## src/sv/sofn_pkg.sv

```systemverilog
package sofn_pkg;

    // fixed field widths
    localparam int ID_W      = 12;
    localparam int DIR_W     = 4;
    localparam int RAW_DIR_W = 5;
    localparam int ROW_W     = 16;
    localparam int OUT_COL_W = 12;
    localparam int LBL_W     = 24;
    localparam int CFG_W     = 16;
    localparam int COLREG_W  = 13;
    localparam int IDX_W     = 3;
    localparam int LB_W      = DIR_W + 2 * ID_W;

    localparam logic [LBL_W-1:0] LBL_MAX = '1;

    // input item kinds
    typedef enum logic [1:0] {
        OP_CELL  = 2'd0,
        OP_MARK  = 2'd1,
        OP_FLUSH = 2'd2,
        OP_SPARE = 2'd3
    } t_op;

    // configuration register indexes
    typedef enum logic [IDX_W-1:0] {
        REG_ROWS      = 3'd0,
        REG_COLS      = 3'd1,
        REG_LAST_ONLY = 3'd2,
        REG_NUM_SEQ   = 3'd3,
        REG_FILTER    = 3'd4
    } t_reg;

    // d8 direction codes
    localparam logic [DIR_W-1:0] DIR_NE = 4'd1;
    localparam logic [DIR_W-1:0] DIR_N  = 4'd2;
    localparam logic [DIR_W-1:0] DIR_NW = 4'd3;
    localparam logic [DIR_W-1:0] DIR_W_ = 4'd4;
    localparam logic [DIR_W-1:0] DIR_SW = 4'd5;
    localparam logic [DIR_W-1:0] DIR_S  = 4'd6;
    localparam logic [DIR_W-1:0] DIR_SE = 4'd7;
    localparam logic [DIR_W-1:0] DIR_E  = 4'd8;

    // one line buffer entry: cell one row up (with its direction) and two rows up
    typedef struct packed {
        logic [DIR_W-1:0] dir;
        logic [ID_W-1:0]  id_up;
        logic [ID_W-1:0]  id_up2;
    } t_lb_word;

    // one column of the 3x3 window
    typedef struct packed {
        logic [ID_W-1:0]  top;
        logic [ID_W-1:0]  mid;
        logic [ID_W-1:0]  bot;
        logic [DIR_W-1:0] dir;
    } t_column;

    // facts about the cell being decided
    typedef struct packed {
        logic have_k;
        logic top_ok;
        logic bot_ok;
        logic left_ok;
        logic right_ok;
        logic last;
        logic restart;
    } t_kflags;

    // absolute d8 code, zero when out of range
    function automatic logic [DIR_W-1:0] dir_magnitude(input logic [RAW_DIR_W-1:0] raw);
        logic [RAW_DIR_W-1:0] mag;
        mag = raw[RAW_DIR_W-1] ? (RAW_DIR_W'(0) - raw) : raw;
        return (mag > RAW_DIR_W'(8)) ? '0 : mag[DIR_W-1:0];
    endfunction

endpackage

```

## src/sv/sofn_window.sv

```systemverilog
module sofn_window import sofn_pkg::*; (
    input  logic            i_clk,
    input  logic            i_shift,
    input  t_column         i_col,
    input  logic            i_pos,
    input  t_kflags         i_flags,
    input  logic            i_last_only,
    output logic            o_emit,
    output logic [ID_W-1:0] o_cur
);

    t_column         r_prev;
    logic [ID_W-1:0] r_back_top, r_back_mid, r_back_bot;
    logic [ID_W-1:0] nb_val;
    logic            nb_ok;
    logic [ID_W-1:0] next_id;

    // window columns: back (c-1), prev (c, holds the decided cell), i_col (c+1)
    always_ff @(posedge i_clk) begin
        if (i_shift) begin
            r_prev     <= i_col;
            r_back_top <= r_prev.top;
            r_back_mid <= r_prev.mid;
            r_back_bot <= r_prev.bot;
        end
    end

    assign o_cur = r_prev.mid;

    // downstream neighbor select
    always_comb begin
        nb_val = '0;
        nb_ok  = 1'b0;
        case (r_prev.dir)
            DIR_NE: begin
                nb_val = i_col.top;
                nb_ok  = i_flags.top_ok && i_flags.right_ok;
            end
            DIR_N: begin
                nb_val = r_prev.top;
                nb_ok  = i_flags.top_ok;
            end
            DIR_NW: begin
                nb_val = r_back_top;
                nb_ok  = i_flags.top_ok && i_flags.left_ok;
            end
            DIR_W_: begin
                nb_val = r_back_mid;
                nb_ok  = i_flags.left_ok;
            end
            DIR_SW: begin
                nb_val = r_back_bot;
                nb_ok  = i_flags.bot_ok && i_flags.left_ok;
            end
            DIR_S: begin
                nb_val = r_prev.bot;
                nb_ok  = i_flags.bot_ok;
            end
            DIR_SE: begin
                nb_val = i_col.bot;
                nb_ok  = i_flags.bot_ok && i_flags.right_ok;
            end
            DIR_E: begin
                nb_val = i_col.mid;
                nb_ok  = i_flags.right_ok;
            end
            default: begin
                nb_val = '0;
                nb_ok  = 1'b0;
            end
        endcase
    end

    assign next_id = nb_ok ? nb_val : '0;

    // outlet or junction test, before the category filter
    assign o_emit = i_pos && i_flags.have_k && (o_cur != '0)
                    && (i_last_only ? (next_id == '0) : (o_cur != next_id));

endmodule

```

## config.mk

```make
export PLATFORM = sky130hd
export DESIGN_NAME = sofn_window
export DESIGN_NICKNAME = d
export VERILOG_FILES = /design/src/sv/sofn_pkg.sv /design/src/sv/sofn_window.sv
export SDC_FILE = /design/constraint.sdc
export NUM_CORES = 1
export LEC_CHECK = 0
export ABC_CLOCK_PERIOD_IN_PS = 2000
export BUFFER_PORTS_ARGS = -buffer_cell sky130_fd_sc_hd__clkbuf_2
export CELL_PAD_IN_SITES_DETAIL_PLACEMENT = 0
export CELL_PAD_IN_SITES_GLOBAL_PLACEMENT = 1
export CORE_MARGIN = 2
export CORE_UTILIZATION = 41
export CTS_CLUSTER_SIZE = 16
export DETAILED_ROUTE_END_ITERATION = 10
export GPL_TIMING_DRIVEN = 0
export PLACE_DENSITY = 0.79
export RECOVER_POWER = 25
export SLEW_MARGIN = 20
export SYNTH_ARGS = -nofsm -noshare
export SYNTH_HDL_FRONTEND = slang
export SYNTH_SLANG_ARGS = --single-unit
```

## constraint.sdc

```tcl
create_clock -name i_clk -period 2 [get_ports i_clk]
set_input_delay 0 -clock i_clk [delete_from_list [all_inputs] [get_ports i_clk]]
set_output_delay 0 -clock i_clk [all_outputs]
set_load 0.005 [all_outputs]
```

==> Implementation_results.wiki <==
{| class="wikitable"
! Metric !! Value
|-
| Smallest hold slack || 0.354 ns
|-
| Main combinational cell family by area after synthesis || compound AO/OA/AOI/OAI gates
|-
| Critical Path Sink Type || output port
|-
| I/O pin total || 64
|-
| Floorplan die width || 98.3 um
|-
| WP buf/inv || 2
|-
| Compound-gate portion of the synthesized area || a little under an eighth
|-
| Int Pwr || 0.00322 W
|-
| Skew final || around 0.0052 ns
|-
| Startpoint types || flip-flop
|-
| Gate Count Post-Synth || 243
|-
| Clock tree from TritonCTS || yes
|-
| Fraction of power consumed by the clock network || 36.7%
|-
| Share of flip-flops with an asynchronous set or reset after synthesis || 0%
|-
| Cell area after technology mapping || 3640 um2
|-
| Most common library cell in the layout ignoring fill and taps || edfxtp_1
|-
| Tot GR Track Use || between 10% and 20%
|-
| Worst-path clk slew || 0.08 ns
|-
| Pin count of the biggest net entering global routing || 43
|-
| Post-route DRC violation count || 0
|-
| Synth Warn # || 0
|-
| Share of the synthesized netlist area taken by xor and xnor gates || 1.44%
|-
| Area occupied by registers || 2280 um2
|-
| TritonCTS buffer count || 9
|-
| Power density cells || 835 nW/um2
|-
| Sw power || 0.000982 W
|-
| Number of max-slew violations in the final report || 0
|-
| Fraction of the core area covered by cells at the end of the flow || between 50% and 60%
|-
| Combinational share of power || 16.6%
|-
| Count of TritonRoute iterations in the first routing pass || 4
|-
| Fraction of the mapped netlist area in adder cells || 0%
|-
| Residual antenna-violating net count after detailed routing || 0
|-
| Worst-Margin Slew || 0.920 ns
|-
| Routed wire length per instance || 18.6 um
|-
| Clock sink total || 76
|-
| Vias after detailed routing || 2657
|-
| Fraction of power spent switching nets || between 20% and 30%
|-
| Cell row count || 34
|-
| CTS Root Buffer Type || clkbuf_8
|-
| Wire length of the first global-routing pass || 14000 um
|-
| Path category of the worst min-delay check || in -> reg
|-
| Final RePlAce weighted congestion || 0.805
|-
| Status || finished, violations left
|-
| Setup violators final || 1
|-
| Post-synthesis simple-gate area fraction || 8.69%
|-
| Via density per instance || 5.55
|-
| Arrival @ worst endpoint || between 2 and 3 ns
|-
| Count of unique library cells instantiated by Yosys || 49
|-
| Synth-to-layout area growth || 38.1%
|-
| Number of buffers on the longest clock path || 2
|-
| Mean Syn Cell Area || ~15 um2
|-
| Share of the clock period used by the worst path after layout || 141%
|-
| # H-tree levels || 3
|-
| Hold Violations, Final || 0
|-
| Most used DFF post-synth || edfxtp_1
|-
| Number of global-route vias before repair || 2651
|-
| Half-perimeter wire length after detailed placement || approximately 5600 um
|-
| Worst path setup slack after routing || -0.821 ns
|-
| Clock network latency to the later pin of the worst-skew pair || 0.36 ns
|-
| Max-slew headroom || 38.6%
|-
| Share of final-layout standard cells stronger than drive strength 1 || 36.9%
|-
| Critical-path cell with the highest stage delay || mux4_1
|-
| Starting utilization of the core area || 42.0%
|-
| IR Drop Worst-Case VDD || ~640 uV
|-
| Time the worst path needs with I/O delays and setup || 2.82 ns
|-
| Routed wire length || around 9000 um
|-
| Required time at the worst-slack endpoint || around 2.0 ns
|-
| Number of design-rule violations left by the first detailed-router iteration || 160
|-
| Synth Net Count || 294
|-
| #FFs+latches synth || 76
|-
| FMAX || 0.355 GHz
|-
| # diodes || 0
|-
| Initial antenna violation count || 0
|-
| Core box area || between 8000 and 9000 um2
|-
| Crit path largest cell delay || between 0.6 and 0.7 ns
|-
| Filler cell count || 748
|-
| Setup Crit Path Kind || reg -> out
|-
| Commonest non-fill, non-tap cells in the layout || 76 x edfxtp_1, 56 x clkbuf_2, 40 x dlygate4sd3_1
|-
| Count of flip-flops with a built-in enable after synthesis || 76
|-
| Port Buffer Count || between 60 and 70
|-
| Setup repair after global routing missed its margin || yes
|-
| Leak || 1.92 nW
|-
| Multi-input gate area in the final layout || 1320 um2
|-
| Worst-path cell chain || buf_12 > mux4_1 > a221oi_4 > nor2b_2 > and4b_1 > o311ai_0 > a31oi_1 > buf_2
|-
| Proportion of synthesized chip area in sequential cells || a little over three fifths
|-
| # Max-Cap Violations || 0
|-
| GRT overflow || 0
|-
| Largest delay share family, worst path || compound AO/OA/AOI/OAI gates
|-
| Die boundary height || roughly 98 um
|-
| Proportion of synthesized area in mux cells || 10.5%
|-
| Violations in the final reports || setup timing
|-
| Floorplan die area || roughly 9700 um2
|-
| Worst-path fanout max || 9
|-
| # nets final || around 420
|-
| Share of total power in sequential cells || 46.7%
|}
[per-stage QoR]
step	worst slack [ns]	cell area, um2	TNS (ns)	total power [W]	instances
floorplan	-0.138	3670	-0.138	0.00231	243
global placement	-0.723	4120	-0.723	0.00251	412
detailed placement	-0.751	4140	-0.751	0.00253	413
CTS	-0.840	4990	-0.840	0.00420	478
global route	-0.990	5030	-0.990	0.00435	479
finish	-0.821	5030	-0.821	0.00420	479
[metal layers]
metal | track usage [%] | routed length (um) | share of wire, %
met2 | 30.4 | 4390 | 49
met3 | 5.01 | 484 | 5.4
met1 | 25.7 | 3960 | 44
met5 | 0 | 0 | 0
met4 | 6.53 | 98 | 1.1
[final timing paths]
kind / end / slack, ns / depth (start not counted) / startpoint
setup reg to reg: r_back_mid[6]$_DFFE_PP_ / 1.20 / 0 / o_cur[6]$_DFFE_PP_
hold / removal: r_prev[0]$_DFFE_PP_ / 0.35 / 2 / i_col[0]
setup / recovery: o_emit / -0.82 / 8 / r_prev[0]$_DFFE_PP_
hold reg to reg: r_back_bot[5]$_DFFE_PP_ / 0.45 / 0 / r_prev[9]$_DFFE_PP_
[synth_stat cells, types with 2 or more instances]
cell type	number	share of area, %
nand2b_1	3	0.52
edfxtp_1	76	63
and3_1	2	0.34
a31oi_1	3	0.52
nand3b_1	7	1.4
mux2i_1	13	3.6
nand3_1	3	0.41
clkbuf_1	3	0.31
a41oi_1	2	0.48
nand2_1	4	0.41
xnor2_1	2	0.48
mux4_2	6	3.7
a221o_1	5	1.4
a22o_1	10	2.4
a221oi_2	2	0.82
o21ai_0	10	1.4
nor4_1	5	0.86
a22oi_1	2	0.41
nor2_1	16	1.6
buf_2	6	0.82
nor2b_1	4	0.69
a31o_2	2	0.48
buf_4	14	2.9
xor2_1	4	0.96
a221oi_1	5	1.2
inv_1	4	0.41
mux4_1	4	2.9
a21oi_1	5	0.69
[power by group through the flow]
stage	logic [W]	registers (W)	clock network [W]
2_1_floorplan	0.000343	0.00197	0
3_3_place_gp	0.000520	0.00199	0
3_5_place_dp	0.000533	0.00200	0
4_1_cts	0.000675	0.00196	0.00157
5_1_grt	0.000752	0.00198	0.00162
6_report	0.000699	0.00196	0.00154
[final cells by class]
type / instances / share of cell area, %
clock buffer: 10 / 2.54
clock inverter: 6 / 2.71
tap: 108 / 2.69
buffer: 23 / 4.18
timing repair buffer: 114 / 16.1
multi-input combinational: 138 / 26.2
inverter: 4 / 0.298
sequential: 76 / 45.4
[registers in the layout, summed over array words and instances (netlist names)]
name	count
o_cur	12
r_prev	28
r_back_top	12
r_back_mid	12
r_back_bot	12
[what timing repair did]
action | CTS | global route
setup endpoints to repair | 1 | 1
setup buffers | 11 | 1
pin swaps | 9 | 7
hold buffers | 40 | 0
hold endpoints to repair | 40 | 0
resized for setup | 29 | 11
[cells by family after synthesis]
kind of cell	after synthesis
flip-flops	76
AO/OA/AOI/OAI	54
AND/OR/NAND/NOR	54
buffers and inverters	29
multiplexers	24
XOR/XNOR	6
Power figures use the tool's default switching activity.
