### config.mk
export PLATFORM = sky130hd
export DESIGN_NAME = sofn_ram
export DESIGN_NICKNAME = d
export VERILOG_FILES = /design/src/sv/sofn_ram.sv
export SDC_FILE = /design/constraint.sdc
export NUM_CORES = 1
export LEC_CHECK = 0
export ABC_AREA = 1
export ABC_CLOCK_PERIOD_IN_PS = 1100
export BUFFER_PORTS_ARGS = -buffer_cell sky130_fd_sc_hd__buf_2
export CORE_MARGIN = 3
export CORE_UTILIZATION = 55
export CTS_CLUSTER_SIZE = 14
export DETAILED_ROUTE_END_ITERATION = 10
export PLACE_DENSITY = 0.75
export SLEW_MARGIN = 15
export SYNTH_ARGS = -nofsm -noshare
export SYNTH_HDL_FRONTEND = slang
export SYNTH_SLANG_ARGS = --single-unit
export TNS_END_PERCENT = 100
### constraint.sdc
create_clock -name i_clk -period 1.1 [get_ports i_clk]
set_input_delay 0.165 -clock i_clk [delete_from_list [all_inputs] [get_ports i_clk]]
set_output_delay 0.165 -clock i_clk [all_outputs]
set_load 0.05 [all_outputs]
### src/sv/sofn_ram.sv
module sofn_ram #(
    parameter int WIDTH = 8,
    parameter int DEPTH = 16,
    localparam int AW = $clog2(DEPTH)
) (
    input  logic             i_clk,
    input  logic             i_we,
    input  logic [AW-1:0]    i_waddr,
    input  logic [WIDTH-1:0] i_wdata,
    input  logic             i_re,
    input  logic [AW-1:0]    i_raddr,
    output logic [WIDTH-1:0] o_rdata
);

    logic [WIDTH-1:0] r_mem [DEPTH];
    logic [WIDTH-1:0] r_rdata;

    // one write port, one registered read port, read returns old data
    always_ff @(posedge i_clk) begin
        if (i_we) begin
            r_mem[i_waddr] <= i_wdata;
        end
        if (i_re) begin
            r_rdata <= r_mem[i_raddr];
        end
    end

    assign o_rdata = r_rdata;

endmodule

==> impl_metrics.py, run 1 <==
metrics = {
    "die": {
        "die_width_um": 109,
        "floorplan.io_pins": 27,
        "floorplan_die_area_um2": 11900,
        "die_h_um": 109,
        "initial_utilization": 0.566,
        "core_region_area_um2": 10300,
        "core.rowCount": 37,
    },
    "timing": {
        "report.final.slew_viol_count": 0,
        "grt_setup_unrepaired": "yes",
        "slew_headroom": 0.728,
        "fin_ws_ns": -0.204,
        "min_period_over_period": 1.19,
        "timing_worst_slew_pin_value_ns": 0.408,
        "maxClockFrequency_ghz": 0.767,
        "report.final.setup_viol": 8,
        "period_needed_ns": 1.30,
        "fin_skew_ns": 0.00612,
        "final-hold-violation-count": 0,
    },
    "finish": {
        "antenna_cells": 0,
        "area.growth.synth_to_final_pct": 23.4,
        "utilization": 0.699,
        "final_cell_count_no_fill": 751,
        "post-route-cell-area_um2": 7220,
        "final_net_count": 621,
        "drive_gt1_frac": 0.233,
    },
    "drt": {
        "drt_wl_total_um": 13600,
        "drc_violation_count_after_routing": 0,
        "drtAntennaViolNets": 0,
        "detail_route.first_pass.iterations": 5,
        "detail_route.vias_per_cell": 5.39,
        "detailed_route_iter0_violations": 416,
        "wl_per_cell_um": 18.1,
        "vias": 4045,
    },
    "run_status": {
        "violations_in_the_final_reports": "setup timing",
        "run_status": "finished with violations",
    },
    "placement": {
        "numPlacedInstances": 719,
        "detailed_place_hpwl_um": 8600,
        "buffer_ports.inserted": 26,
        "place.gp.congestion": 0.856,
        "place_area_um2": 6280,
    },
    "global_routing": {
        "globalRouteTotalUtil": 0.248,
        "grt_overflow_total": 0,
        "via_count_of_the_first_global_routing_pass": 3991,
        "wire_length_of_the_first_global_routing_pass_um": 21200,
        "antenna_found_initial": 0,
        "grt_max_degree": 33,
    },
    "power_and_ir_drop": {
        "max-vdd-ir-drop_uv": 1200,
        "power-per-cell-area_nw_per_um2": 1770,
        "p_leak_nw": 3.13,
        "pnr_total_power_mw": 12.8,
    },
    "worst_setup_path": {
        "r2r-end": "o_rdata[1]$_DFFE_PP_",
        "critical_path.startpoint": "o_rdata[4]$_DFFE_PP_",
        "crit_end": "o_rdata[4]",
        "start_kind": "flop",
        "critical_path_buf_inv_count": 1,
        "reg2reg_depth": 6,
        "cp_data_arrival_time_ns": 1.14,
        "max_stage_delay_ns": 0.44,
        "cp.depth": 1,
        "worstPathRequired_ns": 0.94,
        "critical_path_peak_fanout": 1,
        "reg2reg_from": "r_mem[4][1]$_DFFE_PP_",
        "crit_type": "reg2out",
        "r2r_slack_ns": 0,
        "cpLargestDelayFamily": "flip-flops",
        "crit_chain": "buf_6",
        "critPathCaptureType": "primary output",
        "critPathSlowestCell": "sky130_fd_sc_hd__edfxtp_1",
    },
    "worst_hold_path": {
        "min_path_type": "in2reg",
    },
    "synth": {
        "async_reset_ff_frac": 0,
        "mean_post_synth_cell_area_um2": 10.6,
        "synthDistinctLibCells": 11,
        "synth_flop_cell": "sky130_fd_sc_hd__edfxtp_1",
        "netlist_top_cells_count": "173 x sky130_fd_sc_hd__nand2_1, 136 x sky130_fd_sc_hd__edfxtp_1, 100 x sky130_fd_sc_hd__inv_1",
        "post-synth-top-area-cell": "sky130_fd_sc_hd__edfxtp_1",
        "synthCells": 551,
        "netlist_area_before_placement_um2": 5850,
        "synth.top_cell.area_share": 0.698,
        "netlist_top_cells_area": "sky130_fd_sc_hd__edfxtp_1 70%, sky130_fd_sc_hd__nand2_1 11%, sky130_fd_sc_hd__nand3_1 8.3%",
        "seq_area_frac_synth": 0.698,
        "yosys.cell_count.top_type": "sky130_fd_sc_hd__nand2_1",
        "postSynthRegisterBits": 136,
        "syn-num-nets": 570,
        "synth_edf_count": 136,
        "yosys_warnings": 0,
    },
    "clock_network": {
        "clock_tree.root_cell": "sky130_fd_sc_hd__clkbuf_8",
        "cts.path.max_buffers": 2,
        "clk_latency_ns": 0.51,
        "cts_sinks": 136,
        "cts-htree-levels": 4,
        "tritoncts": "done",
        "numCtsBuffers": 17,
        "post_cts.repair.setup_buffers": 0,
        "clk_pin_slew_ns": 0.06,
        "cts_hold_buffers": 0,
    },
    "run": {
        "drv_cap": 0,
    },
}
## report_power, final
group	internal (mW)	leakage, nW	total (mW)	switching (mW)
sequential	5.84	1.24	5.88	0.0407
clock	3.90	0.303	5.94	2.05
combinational	0.309	1.59	0.961	0.652
total	10.0	3.13	12.8	2.74
## layer usage
metal	global-route usage	vias up	share of wire
met5	0	-	0
met4	0.104	0	0.025
li1	-	1885	-
met2	0.412	203	0.50
met3	0.0515	32	0.074
met1	0.317	1925	0.40
## cell usage in the layout (no fill, tap or decap), drive strengths merged
cell type	Yosys	final
nand2	173	173
edfxtp	136	136
inv	102	103
nand3	97	97
buf	24	56
clkbuf	0	19
nor2	17	17
clkinv	0	7
bufinv	0	5
nand3b	2	2
## per-stage QoR
step / hold slack (ns) / setup WS, ns / setup TNS (ns)
2_1_floorplan: 0.264 / -0.0158 / -1.01
3_3_place_gp: 0.540 / -0.252 / -4.01
3_5_place_dp: 0.545 / -0.257 / -6.19
4_1_cts: 0.00824 / -0.227 / -1.36
5_1_grt: 0.00302 / -0.237 / -1.64
6_report: 0.0298 / -0.204 / -1.21
## worst min path at each step
stage	from	end	slack [ns]	cells past startpoint
6_report	i_re	o_rdata[2]$_DFFE_PP_	0.03	1
5_1_grt	i_re	o_rdata[2]$_DFFE_PP_	0.003	1
4_1_cts	i_re	o_rdata[2]$_DFFE_PP_	0.008	1
3_5_place_dp	i_re	o_rdata[2]$_DFFE_PP_	0.55	1
3_3_place_gp	i_re	o_rdata[2]$_DFFE_PP_	0.54	1
2_1_floorplan	i_wdata[0]	r_mem[0][0]$_DFFE_PP_	0.26	0
## cell families (layout without fill, tap and decap cells)
logic type / after synthesis / in the layout / synth area share
buffers and inverters: 126 / 190 / 0.0939
and+or+nand+nor: 289 / 289 / 0.208
DFF: 136 / 136 / 0.698
## registers in the layout, indices dropped and copies added (netlist names)
name	flops
r_mem	128
o_rdata	8
## layout make-up
type	count	area (µm²)
inverter	102	383
tap	136	170
timing repair buffer	56	480
multi-input combinational	289	1480
fill	752	3110
clock inverter	13	201
clock buffer	19	422
sequential	136	4080
## what timing repair did
action	4_1_cts	5_1_grt
gates resized for setup	28	47
gates cloned	0	0
endpoints found under the setup margin	15	16
endpoints found under the hold margin	0	0
pin swaps	1	22
(Power assumes the default switching activity.)
==> run 2, diff against run 1 <==
--- a/config.mk
+++ b/config.mk
@@ -8,11 +8,13 @@
 export ABC_AREA = 1
 export ABC_CLOCK_PERIOD_IN_PS = 1100
 export BUFFER_PORTS_ARGS = -buffer_cell sky130_fd_sc_hd__buf_2
+export CAP_MARGIN = 5
 export CORE_MARGIN = 3
 export CORE_UTILIZATION = 55
 export CTS_CLUSTER_SIZE = 14
 export DETAILED_ROUTE_END_ITERATION = 10
 export PLACE_DENSITY = 0.75
+export SKIP_CTS_REPAIR_TIMING = 1
 export SLEW_MARGIN = 15
 export SYNTH_ARGS = -nofsm -noshare
 export SYNTH_HDL_FRONTEND = slang
==> impl_metrics.py, run 2 (synthesized netlist as in run 1, its figures left out) <==
metrics = {
    "placement": {
        "numPlacedInstances": 719,
        "detailed_place_hpwl_um": 8600,
        "placement.setup.worst_slack_ns": -0.257,
        "place.gp.congestion": 0.856,
        "buffer_ports.inserted": 26,
    },
    "worst_setup_path": {
        "reg2reg_from": "r_mem[4][1]$_DFFE_PP_",
        "cpLargestDelayFamily": "flip-flops",
        "crit_type": "reg2out",
        "r2r_slack_ns": 0,
        "worstPathRequired_ns": 0.94,
        "critPathCaptureType": "primary output",
        "max_stage_delay_ns": 0.44,
        "critPathSlowestCell": "sky130_fd_sc_hd__edfxtp_1",
        "critical_path_buf_inv_count": 1,
        "r2r-end": "o_rdata[1]$_DFFE_PP_",
        "reg2reg_depth": 6,
        "critical_path_peak_fanout": 1,
        "crit_chain": "buf_6",
        "start_kind": "flop",
        "cp_data_arrival_time_ns": 1.14,
    },
    "timing": {
        "slew_headroom": 0.710,
        "report.final.slew_viol_count": 0,
        "final-hold-violation-count": 0,
        "grt_setup_unrepaired": "yes",
        "fin_ws_ns": -0.204,
        "min_period_over_period": 1.19,
        "maxClockFrequency_ghz": 0.767,
        "report.final.setup_viol": 8,
        "finalSetupTns_ns": -1.18,
        "timing_worst_slew_pin_value_ns": 0.434,
        "period_needed_ns": 1.30,
        "fin_skew_ns": 0.00652,
    },
    "worst_hold_path": {
        "hold_path_depth": 1,
        "min_path_type": "in2reg",
        "min-delay-start": "i_re",
        "endpoint_worst_hold": "o_rdata[2]$_DFFE_PP_",
    },
    "die": {
        "die_width_um": 109,
        "initial_utilization": 0.566,
        "die_h_um": 109,
        "core_region_area_um2": 10300,
        "floorplan_die_area_um2": 11900,
        "core.rowCount": 37,
        "floorplan.io_pins": 27,
    },
    "finish": {
        "layout.cells.most_common": "sky130_fd_sc_hd__nand2_1",
        "final_cell_mix": "161 x sky130_fd_sc_hd__nand2_1, 136 x sky130_fd_sc_hd__edfxtp_1, 98 x sky130_fd_sc_hd__inv_1, 48 x sky130_fd_sc_hd__nand3_1, 46 x sky130_fd_sc_hd__nand3_2",
        "max_flop_register": "r_mem",
        "final_net_count": 621,
        "filler_cell_count": 741,
        "area.growth.synth_to_final_pct": 24.0,
        "drive_gt1_frac": 0.241,
        "utilization": 0.702,
        "final_cell_count_no_fill": 751,
        "largest_register_ffs": 128,
        "antenna_cells": 0,
    },
    "power_and_ir_drop": {
        "power-per-cell-area_nw_per_um2": 1760,
        "p_leak_nw": 3.13,
        "max-vdd-ir-drop_uv": 1200,
    },
    "clock_network": {
        "clock_tree.root_cell": "sky130_fd_sc_hd__clkbuf_8",
        "cts.path.max_buffers": 2,
        "tritoncts": "done",
        "numCtsBuffers": 17,
        "cts-htree-levels": 4,
        "clk_pin_slew_ns": 0.06,
        "cts_sinks": 136,
        "clk_latency_ns": 0.51,
    },
    "drt": {
        "drtAntennaViolNets": 0,
        "vias": 4082,
        "met2_wirelength_um": 6920,
        "detail_route.vias_per_cell": 5.44,
        "drc_violation_count_after_routing": 0,
        "wl_per_cell_um": 18.3,
        "detail_route.first_pass.iterations": 5,
        "met1Wirelength_um": 5380,
        "detailed_route_iter0_violations": 379,
        "detailed_route_wirelength_on_metal3_um": 1030,
        "drt_wl_total_um": 13700,
        "top_metal_used": "met4",
    },
    "run_status": {
        "violations_in_the_final_reports": "setup timing",
        "run_status": "finished with violations",
    },
    "global_routing": {
        "grt_overflow_total": 0,
        "globalRouteTotalUtil": 0.247,
        "antenna_found_initial": 0,
        "grt_max_degree": 33,
        "via_count_of_the_first_global_routing_pass": 3978,
        "wire_length_of_the_first_global_routing_pass_um": 21200,
    },
    "run": {
        "drv_cap": 0,
    },
}
[run 2: cell counts in the layout (fill, tap and decap cells not counted)]
No cell type changed its count.
[run 2: where the power goes]
group / internal [mW] / switching (mW)
clock network: 3.90 / 2.04
registers: 5.84 / 0.0405
logic: 0.315 / 0.662
total: 10.1 / 2.74
[run 2: worst max path at each step]
stage	endpoint	cells after the start	slack, ns	startpoint
finish	o_rdata[4]	1	-0.20	o_rdata[4]$_DFFE_PP_
global route	o_rdata[4]	1	-0.24	o_rdata[4]$_DFFE_PP_
CTS	o_rdata[4]	1	-0.28	o_rdata[4]$_DFFE_PP_
detailed placement	o_rdata[1]$_DFFE_PP_	8	-0.26	i_raddr[0]
global placement	o_rdata[2]$_DFFE_PP_	8	-0.25	i_raddr[0]
floorplan	r_mem[4][0]$_DFFE_PP_	2	-0.02	i_waddr[3]
[run 2: layer usage]
| layer | vias to the layer above | track usage |
|---|---|---|
| met3 | 39 | 0.0557 |
| met2 | 206 | 0.408 |
| met1 | 1954 | 0.316 |
| met4 | 0 | 0.105 |
| li1 | 1883 | - |
| met5 | - | 0 |
[run 2: stage by stage]
stage,area (µm²),hold WS [ns],power (mW)
after floorplan,5850,0.264,6.47
after global placement,6280,0.540,6.79
after detailed placement,6280,0.545,6.82
after CTS,6900,0.00824,12.7
after global routing,7250,0.00302,13.2
final,7250,0.0328,12.8
[run 2: cell type report]
type	count	area, µm²	share of cell area
sequential	136	4080	0.563
multi-input combinational	289	1510	0.208
timing repair buffer	56	480	0.0663
tap	136	170	0.0235
inverter	102	383	0.0528
clock inverter	13	201	0.0278
clock buffer	19	422	0.0581
