File: src/sv/sofn_pkg.sv
package sofn_pkg;

    // fixed field widths
    localparam int ID_W      = 12;
    localparam int DIR_W     = 4;
    localparam int RAW_DIR_W = 5;
    localparam int ROW_W     = 16;
    localparam int OUT_COL_W = 12;
    localparam int LBL_W     = 24;
    localparam int CFG_W     = 16;
    localparam int COLREG_W  = 13;
    localparam int IDX_W     = 3;
    localparam int LB_W      = DIR_W + 2 * ID_W;

    localparam logic [LBL_W-1:0] LBL_MAX = '1;

    // input item kinds
    typedef enum logic [1:0] {
        OP_CELL  = 2'd0,
        OP_MARK  = 2'd1,
        OP_FLUSH = 2'd2,
        OP_SPARE = 2'd3
    } t_op;

    // configuration register indexes
    typedef enum logic [IDX_W-1:0] {
        REG_ROWS      = 3'd0,
        REG_COLS      = 3'd1,
        REG_LAST_ONLY = 3'd2,
        REG_NUM_SEQ   = 3'd3,
        REG_FILTER    = 3'd4
    } t_reg;

    // d8 direction codes
    localparam logic [DIR_W-1:0] DIR_NE = 4'd1;
    localparam logic [DIR_W-1:0] DIR_N  = 4'd2;
    localparam logic [DIR_W-1:0] DIR_NW = 4'd3;
    localparam logic [DIR_W-1:0] DIR_W_ = 4'd4;
    localparam logic [DIR_W-1:0] DIR_SW = 4'd5;
    localparam logic [DIR_W-1:0] DIR_S  = 4'd6;
    localparam logic [DIR_W-1:0] DIR_SE = 4'd7;
    localparam logic [DIR_W-1:0] DIR_E  = 4'd8;

    // one line buffer entry: cell one row up (with its direction) and two rows up
    typedef struct packed {
        logic [DIR_W-1:0] dir;
        logic [ID_W-1:0]  id_up;
        logic [ID_W-1:0]  id_up2;
    } t_lb_word;

    // one column of the 3x3 window
    typedef struct packed {
        logic [ID_W-1:0]  top;
        logic [ID_W-1:0]  mid;
        logic [ID_W-1:0]  bot;
        logic [DIR_W-1:0] dir;
    } t_column;

    // facts about the cell being decided
    typedef struct packed {
        logic have_k;
        logic top_ok;
        logic bot_ok;
        logic left_ok;
        logic right_ok;
        logic last;
        logic restart;
    } t_kflags;

    // absolute d8 code, zero when out of range
    function automatic logic [DIR_W-1:0] dir_magnitude(input logic [RAW_DIR_W-1:0] raw);
        logic [RAW_DIR_W-1:0] mag;
        mag = raw[RAW_DIR_W-1] ? (RAW_DIR_W'(0) - raw) : raw;
        return (mag > RAW_DIR_W'(8)) ? '0 : mag[DIR_W-1:0];
    endfunction

endpackage

File: src/sv/sofn_front.sv
module sofn_front import sofn_pkg::*; #(
    parameter int LINE_COLS = 4096,
    localparam int CW = $clog2(LINE_COLS)
) (
    input  logic             i_clk,
    input  logic             i_rst_n,
    input  logic             i_accept,
    input  logic             i_restart,
    input  t_op              i_op,
    input  logic [ROW_W-1:0] i_rows,
    input  logic [ROW_W-1:0] i_last_row,
    input  logic [CW:0]      i_cols,
    input  logic [CW-1:0]    i_last_col,
    output logic             o_pos,
    output logic [CW-1:0]    o_col,
    output t_kflags          o_flags,
    output logic [ROW_W-1:0] o_kr,
    output logic [CW-1:0]    o_kc
);

    logic [ROW_W:0] r_row, n_row;
    logic [CW-1:0]  r_col, n_col;
    logic           in_frame;
    logic           col_nz;
    logic           wrap;
    logic [ROW_W:0] kr_full;

    // raster position of the arriving item, flush ticks continue past the last row
    assign in_frame = r_row < {1'b0, i_rows};
    assign col_nz   = (r_col != '0);
    assign o_pos    = ((i_op == OP_CELL) && in_frame) || ((i_op == OP_FLUSH) && !in_frame);
    assign o_col    = r_col;
    assign wrap     = (({1'b0, r_col} + (CW+1)'(1)) == i_cols);

    // decided cell sits one row and one column back
    assign kr_full = col_nz ? (r_row - (ROW_W+1)'(1)) : (r_row - (ROW_W+1)'(2));
    assign o_kr    = kr_full[ROW_W-1:0];
    assign o_kc    = col_nz ? (r_col - CW'(1)) : i_last_col;

    // bounds of the decided cell
    assign o_flags.have_k   = (r_row[ROW_W:1] != '0) || (r_row[0] && col_nz);
    assign o_flags.top_ok   = (o_kr != '0);
    assign o_flags.bot_ok   = (o_kr != i_last_row);
    assign o_flags.left_ok  = (o_kc != '0);
    assign o_flags.right_ok = (o_kc != i_last_col);
    assign o_flags.last     = !o_flags.bot_ok && !o_flags.right_ok;
    assign o_flags.restart  = (i_op == OP_FLUSH) && o_flags.have_k && o_flags.last;

    // position advance
    always_comb begin
        n_row = r_row;
        n_col = r_col;
        if (i_restart) begin
            n_row = '0;
            n_col = '0;
        end else if (i_accept && o_pos) begin
            if (o_flags.restart) begin
                n_row = '0;
                n_col = '0;
            end else if (wrap) begin
                n_row = r_row + (ROW_W+1)'(1);
                n_col = '0;
            end else begin
                n_col = r_col + CW'(1);
            end
        end
    end

    always_ff @(posedge i_clk) begin
        if (!i_rst_n) begin
            r_row <= '0;
            r_col <= '0;
        end else begin
            r_row <= n_row;
            r_col <= n_col;
        end
    end

endmodule

File: config.mk
export PLATFORM = sky130hd
export DESIGN_NAME = sofn_front
export DESIGN_NICKNAME = d
export VERILOG_FILES = /design/src/sv/sofn_pkg.sv /design/src/sv/sofn_front.sv
export SDC_FILE = /design/constraint.sdc
export NUM_CORES = 1
export LEC_CHECK = 0
export BUFFER_PORTS_ARGS = -buffer_cell sky130_fd_sc_hd__clkbuf_2
export CORE_MARGIN = 2
export CORE_UTILIZATION = 55
export CTS_BUF_LIST = sky130_fd_sc_hd__clkbuf_16
export CTS_CLUSTER_DIAMETER = 120
export DETAILED_ROUTE_END_ITERATION = 10
export PLACE_DENSITY_LB_ADDON = 0.15
export SYNTH_ARGS = -nofsm -noshare
export SYNTH_HDL_FRONTEND = slang
export SYNTH_SLANG_ARGS = --single-unit
File: constraint.sdc
create_clock -name i_clk -period 6.9 [get_ports i_clk]
set_input_delay 1.38 -clock i_clk [delete_from_list [all_inputs] [get_ports i_clk]]
set_output_delay 1.38 -clock i_clk [all_outputs]
set_load 0.05 [all_outputs]
==> run metrics, run 1 <==
synthesized cell area 4300 sq um; Overall Power 492 uW; Buf/Inv on CP 4; XOR/XNOR Fraction of Synth Area 0.142; register clock-pin slew on the reported worst setup and hold paths 0.05 ns; root buffer cell clkbuf_16; # clock sinks 29; Post-synth EDFFs 0; grt total ovfl 0; Hold WC Path Type reg -> reg; LEAKAGE 2.19 nW; hold_ws 0.546 ns; post-synthesis simple-gate area fraction 0.347; Syn. warnings 0; count of final hold-check violations 0; Primary FF master, synth dfxtp_1; Worst setup EP type output port; Crit path max-delay family simple AND/OR/NAND/NOR gates; Max rail drop VDD approximately 0.000081 V; Multi-input gate area 3440 sq um; # DRC 0; setup TNS 0 ns; Final Wtd Congestion between 0.9 and 1; largest net degree at the start of global routing 21; Synth area leaders dfxtp_1 (14%), xnor2_1 (7.7%), ha_1 (6.7%), a21oi_1 (5.5%), xor2_1 (4.9%); cts repair resizes 0; global-route wire length before repair between 20 and 25 mm; Async SR Flop Fraction 0; CP startpoint kind flip-flop; RSZ-0062 raised after global routing false; CP Cell Sequence inv_1 > ha_1 > or3b_1 > nor3_2 > inv_2 > ha_1 > xor2_1 > or3_1 > nor4_1 > o2111a_1 > nand4_1 > or3_1 > inv_1 > clkbuf_2; Vias/cell ~6.3; ANT cells 0; clock latency at the later pin of the worst-skew pair 0.28 ns; ANT nets after route 0; Pins Over Slew Limit 0; vias after detailed routing around 5.0k; postcts setup bufs 0; Worst EP required 5.52 ns; CP Max Fanout 15; synthesized instance count slightly above 600; number of global-route vias before repair 4760; die area 8540 sq um; Die Y roughly 90 um; setup skew after layout 0.00503 ns; worst slew pin tran 1.22 ns; Setup CP Type reg -> out; outcome finished, final reports clean; # IOs about 110; main combinational cell family by area after synthesis simple AND/OR/NAND/NOR gates; Final period util 0.936; Cell variety after synth 72; drt first pass iters 4; most frequent cells in the layout clkbuf_2 (110), nor2_1 (49), a21oi_1 (47); drt initial violations between 300 and 400; Worst EP arrival roughly 5.1 ns; # rows 32; RR Startpoint o_col[0]$_SDFFE_PP0P_; Rel. slew slack 0.188; Initial Util 0.562; synthesis-stage register bit count 29; routed length per instance 17.2 um; core footprint 7650 sq um; post-synthesis mux area share 0.0215; max incr delay on CP approximately 0.57 ns; Synth Area in Adders 0.0669; share of post-route cells with drive strength above 1 0.205; GRT Total Usage 0.324; Reg area 581 sq um; origin of the worst setup path o_col[0]$_SDFFE_PP0P_; # setup viols final 0; compound-gate portion of the synthesized area 0.223; hold path startpoint r_row[16]$_SDFFE_PP0P_; slowest CP cell or3b_1; Yosys top cell area share 0.135; Hold Buf Count CTS 0; most common cell after layout, fill and taps aside clkbuf_2; Clock Path Buffers 2; H-tree Lvls 2; die width 92.4 um; Syn Nets 692; sequential fraction of the synthesis area 0.135; min Tclk post-route 6.46 ns; final WL 13.7 mm; largest area contributor in the netlist dfxtp_1; sum of net half-perimeters after detailed placement 10.7 mm; PD cells about 98 nW/um^2; CTS Buf Count 5; PortBufs 110; R2R setup slack 1.23 ns; CTS tree built; nets 779; mean post-synth cell area 7.10 sq um; initial antenna violation count 0; max_cap viols 0; fillers 701; Fmax 155 MHz; Area Overhead vs Synth 16.3%
==> final timing paths <==
path,endpoint,depth (start not counted)
worst max-delay path,o_flags[0],14
worst min-delay path,r_row[16]$_SDFFE_PP0P_,2
worst max register to register,r_row[15]$_SDFFE_PP0P_,15
worst min register to register,r_row[16]$_SDFFE_PP0P_,2
==> report_power, final <==
part	switching, mW	internal, mW
clock	0.0749	0.130
combinational	0.0747	0.0444
sequential	0.000431	0.168
total	0.150	0.342
==> routing by layer <==
layer / GRT usage / wire, um / share of wire
met5: 0 / 0 / 0
met2: 0.576 / 6760 / 0.49
met4: 0.108 / 365 / 0.027
met3: 0.0439 / 890 / 0.065
met1: 0.402 / 5650 / 0.41
==> kinds of logic after synthesis <==
family | Yosys count
simple gates | 264
compound gates | 149
buf+inv | 67
xor+xnor | 65
flops | 29
fa+ha+maj | 23
mux | 9
==> final cells by class <==
type / count / area share
clock buffers: 5 / 0.0250
clock inverters: 3 / 0.00250
inverters: 30 / 0.0225
multi-input cells: 510 / 0.688
flip-flops and latches: 29 / 0.116
well taps: 102 / 0.0255
repair buffers: 117 / 0.121
==> worst reg2reg max path, delay by kind of cell, from the launching register on <==
kind | cells | cell delay, ns
flops | 1 | 0.42
fa+ha+maj | 2 | 0.66
compound gates | 3 | 1.06
buf+inv | 2 | 0.40
simple gates | 7 | 2.87
xor+xnor | 1 | 0.18
==> sequential cells by signal, summed over array words and instances (netlist names) <==
register	flops
o_col	12
r_row	17
==> Yosys cell counts, types with 15 or more instances <==
library cell  count
xnor2_1          38
xor2_1           24
ha_1             23
a21oi_1          47
inv_1            29
nand2_1          40
nand3_1          26
clkbuf_1         28
nor3_1           15
or3_1            19
dfxtp_1          29
nor4_1           21
or4_1            16
o21ai_0          34
nor2_1           49
nand4_1          19
==> stage by stage <==
stage	worst slack, ns	area (sq um)	cells	utilization
6_report	0.443	5000	796	0.654
3_5_place_dp	0.786	4860	788	0.636
5_1_grt	0.178	5000	796	0.654
4_1_cts	0.488	5000	796	0.654
3_3_place_gp	1.03	4860	788	0.636
2_1_floorplan	0.454	4300	606	-
No activity file was read; power rests on OpenSTA's default activity.
==> run 2: changes to the inputs <==
--- a/config.mk
+++ b/config.mk
@@ -6,8 +6,10 @@
 export NUM_CORES = 1
 export LEC_CHECK = 0
 export BUFFER_PORTS_ARGS = -buffer_cell sky130_fd_sc_hd__clkbuf_2
+export CELL_PAD_IN_SITES_DETAIL_PLACEMENT = 0
+export CELL_PAD_IN_SITES_GLOBAL_PLACEMENT = 1
 export CORE_MARGIN = 2
-export CORE_UTILIZATION = 55
+export CORE_UTILIZATION = 39
 export CTS_BUF_LIST = sky130_fd_sc_hd__clkbuf_16
 export CTS_CLUSTER_DIAMETER = 120
 export DETAILED_ROUTE_END_ITERATION = 10
==> run metrics, run 2 (same netlist as run 1, synthesis figures left out) <==
max_cap viols 0 (unchanged); fin cells 836 (+5.0%); Flop pwr share 0.334 (-0.008); Area Overhead vs Synth 17.9%; fillers 1169 (+67%); Final Wtd Congestion 0.974 (-0.36%); routed length per instance 17.5 um (+1.7%); largest net degree at the start of global routing 21 (unchanged); Vias/cell 5.89 (-6.6%); ANT cells 0 (unchanged); Worst setup EP type output port; Setup CP Type reg -> out; min Tclk post-route 6.50 ns (+0.0428 ns); Finished Cell Area 5070 sq um (+1.4%); LEAKAGE 2.20 nW (+0.54%); # clock sinks 29 (unchanged); # rows 38 (+19%); # setup viols final 0 (unchanged); Final period util 0.942 (+0.00621); register clock-pin slew on the reported worst setup and hold paths 0.06 ns (about the same); initial antenna violation count 0 (unchanged); H-tree Lvls 2 (unchanged); Min-Delay Endpoint r_row[16]$_SDFFE_PP0P_; sum of net half-perimeters after detailed placement 11.6 mm (+8.7%); cell count after placement 828 (+5.1%); dpl cell area 4930 sq um (+1.3%); cts repair resizes 0 (unchanged); sw power 159 uW (+5.7%); worst slew pin tran 1.18 ns (-0.0391 ns); Clock Power Share 0.428 (+0.012); global-route wire length before repair 23.2 mm (+2.6%); die area 11900 sq um (+39%); hold path cells 2 (unchanged); share of post-route cells with drive strength above 1 0.210 (+0.00516); slowest CP cell or3b_1; Initial Util 0.398 (-0.164); largest reg by FF count r_row; Reg-to-Reg End r_row[14]$_SDFFE_PP0P_; max incr delay on CP 0.57 ns (about the same); Cell Int Power 344 uW (+0.56%); RSZ-0062 raised after global routing false; most common cell after layout, fill and taps aside clkbuf_2; drt initial violations 241 (-33%); RR Startpoint o_col[0]$_SDFFE_PP0P_; grt total ovfl 0 (unchanged); Rel. slew slack 0.214 (+0.0262); Hold WC Path Type reg -> reg; sw frac 0.315 (+0.0107); Max rail drop VDD 0.0000807 V (about the same); Logic pwr share 0.238 (-0.004); Clock Path Buffers 2 (unchanged); vias after detailed routing 4922 (-1.9%); final WL 14.6 mm (+6.8%); Hold Buf Count CTS 0 (unchanged); CTS Buf Count 5 (unchanged); Die Y 109 um (+18%); PortBufs 110 (unchanged); max reg flops 17 (unchanged); CP startpoint kind flip-flop; hold path startpoint r_row[16]$_SDFFE_PP0P_; setup skew after layout 0.00484 ns (-0.000195 ns); ANT nets after route 0 (unchanged); count of final hold-check violations 0 (unchanged); Worst EP arrival 5.12 ns (+0.04 ns); # DRC 0 (unchanged); PD cells 99.1 nW/um^2 (+0.77%); Worst EP required 5.52 ns (about the same); die width 109 um (+18%); nets 781 (+0.26%); most frequent cells in the layout clkbuf_2 (110), nor2_1 (49), a21oi_1 (47); GRT Total Usage 0.247 (-0.0774); CTS tree built; R2R setup slack 1.17 ns (-0.06 ns); Fmax 154 MHz (-0.66%); Pins Over Slew Limit 0 (unchanged); hold_ws 0.555 ns (+0.00915 ns); CP Cell Sequence inv_1 > ha_1 > or3b_1 > nor3_2 > inv_2 > ha_1 > xor2_1 > or3_1 > nor4_1 > o2111a_1 > nand4_1 > or3_1 > inv_1 > clkbuf_2; # IOs 111 (unchanged); setup TNS 0 ns (unchanged); CP Max Fanout 15 (unchanged); clock latency at the later pin of the worst-skew pair 0.28 ns (about the same); number of global-route vias before repair 4524 (-5.0%); drt first pass iters 5 (+1); FF-to-FF path depth 15 (unchanged); postcts setup bufs 0 (unchanged); root buffer cell clkbuf_16; outcome finished, final reports clean; core footprint 10800 sq um (+41%)
-- run 2: cell types whose count changed in the layout (fill, tap and decap cells not counted), sizes merged --
cell / previous run / this run
clkinvlp: 0 / 1
clkinv: 3 / 2
buf: 7 / 9
-- run 2: power by group through the flow --
stage	registers [mW]	logic [mW]	clock network, mW
finish	0.168	0.119	0.215
global route	0.168	0.130	0.226
CTS	0.168	0.120	0.216
detailed placement	0.172	0.119	0
global placement	0.172	0.118	0
floorplan	0.172	0.0764	0
-- run 2: how the worst max path moves through the flow --
stage	from	to	slack, ns	depth (start not counted)
final	o_col[0]$_SDFFE_PP0P_	o_flags[0]	0.40	14
after detailed placement	o_col[0]$_SDFFE_PP0P_	o_flags[0]	0.74	14
after CTS	o_col[0]$_SDFFE_PP0P_	o_flags[0]	0.43	14
after global placement	o_col[0]$_SDFFE_PP0P_	o_flags[0]	0.98	14
after floorplan	o_col[0]$_SDFFE_PP0P_	o_flags[1]	0.45	15
after global routing	o_col[0]$_SDFFE_PP0P_	o_flags[0]	0.02	14
-- run 2: area by class of cell --
class	instances	area, sq um	area share
sequential	29	581	0.115
clock inverter	3	17.5	0.00346
timing repair buffer	119	618	0.122
multi-input combinational	510	3440	0.679
tap	140	175	0.0346
inverter	30	113	0.0222
clock buffer	5	125	0.0247
-- run 2: critical path: cells and delay by family, from the launching register on --
kind | cells | cell delay, ns
simple gates | 6 | 2.49
buf+inv | 4 | 0.82
compound gates | 1 | 0.30
xor+xnor | 1 | 0.17
flops | 1 | 0.42
fa+ha+maj | 2 | 0.66
-- run 2: metal layers --
layer / part of all wire / GRT usage / vias up
li1: - / - / 2428
met1: 0.44 / 0.317 / 2318
met2: 0.49 / 0.429 / 156
met3: 0.051 / 0.0383 / 20
met4: 0.018 / 0.0659 / 0
met5: 0 / 0 / -
-- run 2: metrics by stage --
step | setup WS, ns | total power [mW] | utilization
3_3_place_gp | 0.983 | 0.290 | 0.457
3_5_place_dp | 0.744 | 0.291 | 0.457
6_report | 0.400 | 0.503 | 0.470
2_1_floorplan | 0.454 | 0.248 | -
4_1_cts | 0.432 | 0.504 | 0.470
5_1_grt | 0.0240 | 0.524 | 0.470
